**src/rtl/gn_ctrl.sv**
```systemverilog
`timescale 1ns / 1ps
`default_nettype none
// Valid tracking for the datapath and the global stall enable.
module gn_ctrl #(
  parameter int DEPTH = 9
) (
  input  wire logic clk,
  input  wire logic rst,
  input  wire logic in_valid,
  output      logic in_ready,
  output      logic en,
  output      logic out_valid,
  input  wire logic out_ready
);
  logic [DEPTH-1:0] vld;

  // whole pipe moves unless the last stage holds a result that is blocked
  assign en        = !(vld[DEPTH-1] && !out_ready);
  assign in_ready  = en;
  assign out_valid = vld[DEPTH-1];

  always_ff @(posedge clk) begin
    if (rst) begin
      vld <= '0;
    end else if (en) begin
      vld <= {vld[DEPTH-2:0], in_valid};
    end
  end
endmodule
`default_nettype wire

```
**config.mk**
```make
export PLATFORM = sky130hd
export DESIGN_NAME = gn_ctrl
export DESIGN_NICKNAME = d
export VERILOG_FILES = /design/src/rtl/gn_ctrl.sv
export SDC_FILE = /design/constraint.sdc
export NUM_CORES = 1
export LEC_CHECK = 0
export BUFFER_PORTS_ARGS = -buffer_cell sky130_fd_sc_hd__clkbuf_2
export CAP_MARGIN = 20
export CORE_AREA = 4 4 41 43
export CTS_CLUSTER_SIZE = 40
export DETAILED_ROUTE_END_ITERATION = 16
export DIE_AREA = 0 0 45 47
export PLACE_DENSITY = 0.56
export SYNTH_ARGS = -nofsm -noshare
export SYNTH_HDL_FRONTEND = slang
export SYNTH_SLANG_ARGS = --single-unit
```
**constraint.sdc**
```tcl
create_clock -name clk -period 0.9 [get_ports clk]
set_input_delay 0.09 -clock clk [delete_from_list [all_inputs] [get_ports clk]]
set_output_delay 0.09 -clock clk [all_outputs]
set_load 0.03 [all_outputs]
```
-- After elaboration in Yosys (flattened, before gate mapping)
Cells that the tools add are included.
- reductions and logical operators: 3
- operator list (operator ; count):
    $logic_not 1->1 ; 2
    $logic_and 1x1->1 ; 1
- input bits: 4
- register bits: 9
- output and inout bits: 3

-- Longest topological paths before layout
Gate-level depths: netlist (run 1).
- word-level depth: 3
- mapped depth: 3

-- Least setup slack after synthesis (run 1)
OpenSTA, ideal clock, no wires.
- kind: reg2out
- from: register vld[8]
- to: output in_ready
- setup slack: -0.252 ns
- cell stages (with the launch flop): 4
- buffers on the path: 1
- arrival time: 1.062 ns
- cell sequence: dfxtp_1 nor2b_4 inv_4 buf_4
- longest elaborated chain between the ends: 2
- ends and longest elaborated chain (item ; line ; RTL):
    from (decl) ; 15 ; logic [DEPTH-1:0] vld;
    from (signal assigned) ; 26 ; vld <= {vld[DEPTH-2:0], in_valid};
    $logic_and 1x1->1 ; 18 ; assign en = !(vld[DEPTH-1] && !out_ready);
    $logic_not 1->1 ; 18 ;
    to (decl) ; 10 ; output logic in_ready,
No other way between the ends.

-- Final worst setup path (run 1)
- from: register vld[8]
- to: output en
- longest elaborated chain between the ends: 2
- ends and longest elaborated chain (item ; line ; RTL):
    $logic_and 1x1->1 ; 18 ;
    $logic_not 1->1 ; 18 ;
    to (decl) ; 11 ; output logic en,
No other way between the ends.

==> run summary, run 1 <==
outcome: complete, but fails checks
failing checks: negative setup slack
Max Transition Viols Final: 0
area grow syn2layout: 35.8%
Critical Path End: en
Via Count: 248
part of the Yosys area used for sequential elements: 51.1%
post-route setup TNS: -678 ps
Rows: 13
max reg flops: 9
PnR worst setup slack: -171 ps
Min-Delay Path Class: input pin to flop
Peak supply drop: 0.801 mV
I/O Pins: 7
ys async rst share: 0%
worst reg2reg path endpoint: vld[1]
max frequency: 934 MHz
antenna cells: 0
setup slack on the worst flop-to-flop path: -70 ps
total congestion overflow: 0
Die W: 45 um
core area: 1300 um^2
Critical Path Source: vld[8]
DRC errors left: 0
Mapped Cells: 31
DR iter-0 viols: 0
Largest Register: vld
CTS H-tree depth: 1
Setup Skew: 6.43 ps
Placement Setup Slack: -14.0 ps
Period minus WS final: 1070 ps
switch share: 20.4%
Nets: 48
Synth top cells by count: dfxtp_1, nand2b_1, mux2i_1
Mapped Nets: 35
multi-input logic area: 155 um^2
CTS max path bufs: 2
initial cell density of the core: 27.1%
Die Height: 47 um
RR Startpoint: vld[8]
internal power: 589 uW
fillers: 140
cell area after placement: 400 um^2
top area cells in the synthesized netlist: dfxtp_1, mux2i_1, nand2b_1
Via density: 4.28
endpoint class of the critical path: output port
top flop regs: vld: 9 flops
Hold Violations, Final: 0
most common cell in the netlist: dfxtp_1
Reg clk slew, reported paths: 60 ps
Least-Margin Pin Slew: 121 ps
FF-to-FF path depth: 4
period utilization: 119%
Cell variety after synth: 10
ANT nets after route: 0
Leak: 0.000214 uW
Data required, critical path: 810 ps
cell area after layout: 479 um^2
routed len/inst: 10.3 um
maxcap violations: 0
WHS Path Cells: 3
Relative slew margins: 91.7%
Seq cells post-synth: 9
Inst Count DP: 51
RSZ-0062 raised after global routing: true
CTS tree: yes
crit start category: flop
pin count of the biggest net entering global routing: 11
post-DP HPWL: 411 um
initial antenna violation count: 0
Crit Path Max Fanout: 5
# clock sinks: 9
setup violators final: 8
Power per Cell Area: 1540 nW/um^2
Synth area leader: dfxtp_1
top-area cell type share of the netlist area: 51.1%
WP data arrival: 980 ps
Setup CP Type: flop to output port
sequential share of power: 54.7%
global-route usage over all layers: 7.60%
gpl congestion: 0.692
clock tree root buffer cell: clkbuf_4
Net Sw Power: 151 uW
Worst-Skew Late Latency: 260 ps
Die ar.: 2120 um^2
total wire length: 599 um
Clk pwr share: 41.5%
Syn Area/Cell: 11.4 um^2
Final Non-Filler Cells: 58
Post-Syn Area: 353 um^2
CTS Buf Count: 3
DRT Pass-1 Iters: 1
Ys Warns: 0
Comb pwr share: 3.8%
register area: 184 um^2
IO buf count: 6
Most used DFF post-synth: dfxtp_1
number of global-route vias before repair: 251
share of cells above drive strength 1: 34.9%
Post-synth EDFFs: 0
first-pass GRT wire length: 1050 um
==> worst min path at each step <==
| stage | start | to | slack (ps) |
|---|---|---|---|
| 2_1_floorplan | rst | vld[8] | 150 |
| 3_3_place_gp | in_valid | vld[0] | 350 |
| 3_5_place_dp | in_valid | vld[0] | 360 |
| 4_1_cts | in_valid | vld[0] | 90 |
| 5_1_grt | in_valid | vld[0] | 100 |
| 6_report | in_valid | vld[0] | 80 |
==> area by class of cell <==
class                   instances  share of cell area (%)
flip-flops and latches          9                    38.4
multi-input cells              19                    32.4
repair buffers                  9                    17.2
clock buffers                   4                    5.48
well taps                      15                    3.92
inverters                       2                    2.61
==> cell families after synthesis <==
kind of cell           after synthesis  share of synthesized area, %
flip-flops                           9                          51.1
buffers and inverters                3                          4.97
multiplexers                         7                          19.9
AND/OR/NAND/NOR                     10                          21.3
AO/OA/AOI/OAI                        2                          2.83
==> repair_timing <==
action                                  4_1_cts  5_1_grt
gates resized for setup                       6        3
setup buffers                                 3        0
endpoints found under the setup margin        2       10
hold buffers                                  0        0
==> critical path: stages (launching register included) <==
cell and delay (ps):
dfxtp_4 340, nor2b_4 180, inv_6 60, buf_8 130
==> through the flow <==
| stage | power, uW | hold slack (ps) | util, % |
|---|---|---|---|
| 6_report | 740 | 82.7 | 36.8 |
| 5_1_grt | 795 | 95.8 | 36.8 |
| 3_5_place_dp | 442 | 356 | 30.8 |
| 3_3_place_gp | 440 | 349 | 30.8 |
| 2_1_floorplan | 427 | 149 | - |
| 4_1_cts | 747 | 86.9 | 36.5 |
==> routing by layer <==
layer	wire [um]	part of all wire [%]	track usage, %	up-vias
li1	-	-	-	127
met1	249	42	7.09	111
met2	277	46	11.3	8
met3	68	11	7.28	2
met4	4	0.67	3.51	0
met5	0	0	0	-
==> cell usage in the layout, fill, tap and decap left out <==
master	synthesis	layout
nand2b_1	8	8
dfxtp_1	9	8
mux2i_1	7	7
clkbuf_4	0	3
clkbuf_2	0	3
buf_8	0	3
buf_4	1	3
nor2b_4	1	1
inv_6	0	1
nand4bb_1	1	1
o21ai_0	1	1
inv_1	1	1
a21oi_1	1	1
clkbuf_1	0	1
dfxtp_4	0	1
==> power by group through the flow <==
| stage | registers [uW] | logic (uW) | clock network, uW |
|---|---|---|---|
| after floorplan | 413 | 14.3 | 0 |
| after global placement | 413 | 27.2 | 0 |
| after CTS | 404 | 28.8 | 314 |
| after detailed placement | 413 | 28.1 | 0 |
| final | 404 | 28.3 | 307 |
| after global routing | 405 | 31.9 | 359 |
No activity file was read; power rests on OpenSTA's default activity.
==> inputs of run 2 (changes only) <==
--- a/config.mk
+++ b/config.mk
@@ -11,7 +11,8 @@
 export CTS_CLUSTER_SIZE = 40
 export DETAILED_ROUTE_END_ITERATION = 16
 export DIE_AREA = 0 0 45 47
-export PLACE_DENSITY = 0.56
+export PLACE_DENSITY = 0.54
+export SKIP_CTS_REPAIR_TIMING = 1
 export SYNTH_ARGS = -nofsm -noshare
 export SYNTH_HDL_FRONTEND = slang
 export SYNTH_SLANG_ARGS = --single-unit
==> constraint.sdc (replaced) <==
create_clock -name clk -period 1.25 [get_ports clk]
set_input_delay 0.125 -clock clk [delete_from_list [all_inputs] [get_ports clk]]
set_output_delay 0.125 -clock clk [all_outputs]
set_load 0.03 [all_outputs]
==> run 2 against run 1 <==
The run now ends clean; non-clock buffer count did not move; power fell by 28%; critical path depth did not move; register-to-register slack improved by 350 ps; largest cell class unchanged.
==> run summary, run 2 (synthesized netlist as in run 1, its figures left out) <==
initial antenna violation count: 0 (unchanged)
pin count of the biggest net entering global routing: 11 (unchanged)
Max Transition Viols Final: 0 (unchanged)
ANT nets after route: 0 (unchanged)
Die W: 45 um (unchanged)
clock tree root buffer cell: clkbuf_4
total wire length: 625 um (+4.3%)
post-DP HPWL: 443 um (+7.6%)
antenna cells: 0 (unchanged)
endpoint class of the critical path: output port
Via Count: 252 (+1.6%)
maxcap violations: 0 (unchanged)
Final Non-Filler Cells: 58 (unchanged)
Peak supply drop: 0.565 mV (-29%)
Die Height: 47 um (unchanged)
CTS H-tree depth: 1 (unchanged)
Levels on crit path: 3 (unchanged)
global-route usage over all layers: 8.16% (+0.55 points)
top flop regs: vld: 9 flops
Setup Skew: 2.71 ps (-3.72 ps)
setup violators final: 0 (-8)
total congestion overflow: 0 (unchanged)
post-layout power: 535 uW (-28%)
CTS Buf Count: 3 (unchanged)
fillers: 138 (-1.4%)
DRC errors left: 0 (unchanged)
delay-heaviest family, CP: flip-flops
Nets: 48 (unchanged)
cell area after placement: 394 um^2 (-1.6%)
core area: 1300 um^2 (unchanged)
Inst Count DP: 51 (unchanged)
RSZ-0062 raised after global routing: false
Die ar.: 2120 um^2 (unchanged)
gpl congestion: 0.716 (+3.4%)
period utilization: 93.6%
Period minus WS final: 1170 ps
Relative slew margins: 91.5% (-0.22 points)
setup slack on the worst flop-to-flop path: 280 ps (+350 ps)
CTS tree: yes
most frequent cells in the layout: nand2b_1, dfxtp_1, mux2i_1
worst path bufs/invs: 2 (unchanged)
crit start category: flop
multi-input logic area: 155 um^2 (unchanged)
number of global-route vias before repair: 266 (+6.0%)
Worst-Skew Late Latency: 260 ps (about the same)
Crit Path Max Fanout: 8 (+3)
area grow syn2layout: 26.6%
Rows: 13 (unchanged)
outcome: finished, final reports clean
FF-to-FF path depth: 4 (unchanged)
Power per Cell Area: 1200 nW/um^2 (-22%)
worst reg2reg path endpoint: vld[5]
max frequency: 855 MHz
IO buf count: 6 (unchanged)
WHS: 106 ps (+23.7 ps)
Reg clk slew, reported paths: 60 ps (about the same)
Critical Path End: in_ready
routed len/inst: 10.8 um (+4.3%)
WP data arrival: 1040 ps (+60 ps)
share of cells above drive strength 1: 34.9% (unchanged)
Largest Register: vld
I/O Pins: 7 (unchanged)
initial cell density of the core: 27.1% (unchanged)
cell area after layout: 447 um^2 (-6.8%)
Via density: 4.34 (+1.6%)
# clock sinks: 9 (unchanged)
Setup CP Type: flop to output port
Critical Path Source: vld[8]
Hold Violations, Final: 0 (unchanged)
slowest stage cell, crit path: dfxtp_2
Min-Delay Path Class: input pin to flop
DR iter-0 viols: 0 (unchanged)
crit-path max cell delay: 340 ps (about the same)
register area: 181 um^2 (-1.4%)
Leak: 0.000203 uW (-5.4%)
worst path cell trace: nor2b_4, inv_4, clkbuf_4
max reg flops: 9 (unchanged)
DRT Pass-1 Iters: 1 (unchanged)
RR Startpoint: vld[8]
first-pass GRT wire length: 1120 um (+7.3%)
CTS max path bufs: 2 (unchanged)
Data required, critical path: 1120 ps (+310 ps)
Least-Margin Pin Slew: 125 ps (+3.25 ps)
run 2: per-layer routing:
metal	wire length, um	vias up	part of all wire (%)	track usage, %
li1	-	127	-	-
met1	273	118	44	8.01
met2	302	5	48	11.3
met3	39	2	6.2	3.83
met4	9	0	1.4	10.5
met5	0	-	0	0
run 2: worst min path at each step:
stage | startpoint | end | slack (ps) | cells after the start
floorplan | rst | vld[8] | 190 | 1
global placement | in_valid | vld[0] | 370 | 3
detailed placement | in_valid | vld[0] | 380 | 3
CTS | in_valid | vld[0] | 100 | 3
global route | in_valid | vld[0] | 100 | 3
finish | in_valid | vld[0] | 110 | 3
run 2: where the power goes:
group	switching, uW	total [uW]	internal (uW)	leakage (uW)
clock network	99.4	222	123	0.0000150
registers	1.24	293	292	0.0000736
logic	8.97	20.0	11.1	0.000114
run 2: layout make-up:
class | instances | share of cell area [%]
clock buffers | 4 | 5.88
repair buffers | 9 | 12.3
multi-input cells | 19 | 34.7
inverters | 2 | 2.24
well taps | 15 | 4.20
flip-flops and latches | 9 | 40.6
run 2: stage by stage:
step / TNS, ps / setup WS (ps) / util (%)
after floorplan: 0 / 63.3 / -
after global placement: 0 / 306 / 30.3
after detailed placement: 0 / 277 / 30.3
after CTS: -20.2 / -11.5 / 32.3
after global routing: 0 / 19.2 / 34.3
final: 0 / 80.6 / 34.3
run 2: worst register-to-register path, delay by kind of cell, from the launching register on:
kind / cells / cell delay, ps
mux: 1 / 160
flops: 1 / 340
buf+inv: 2 / 230
simple gates: 1 / 180
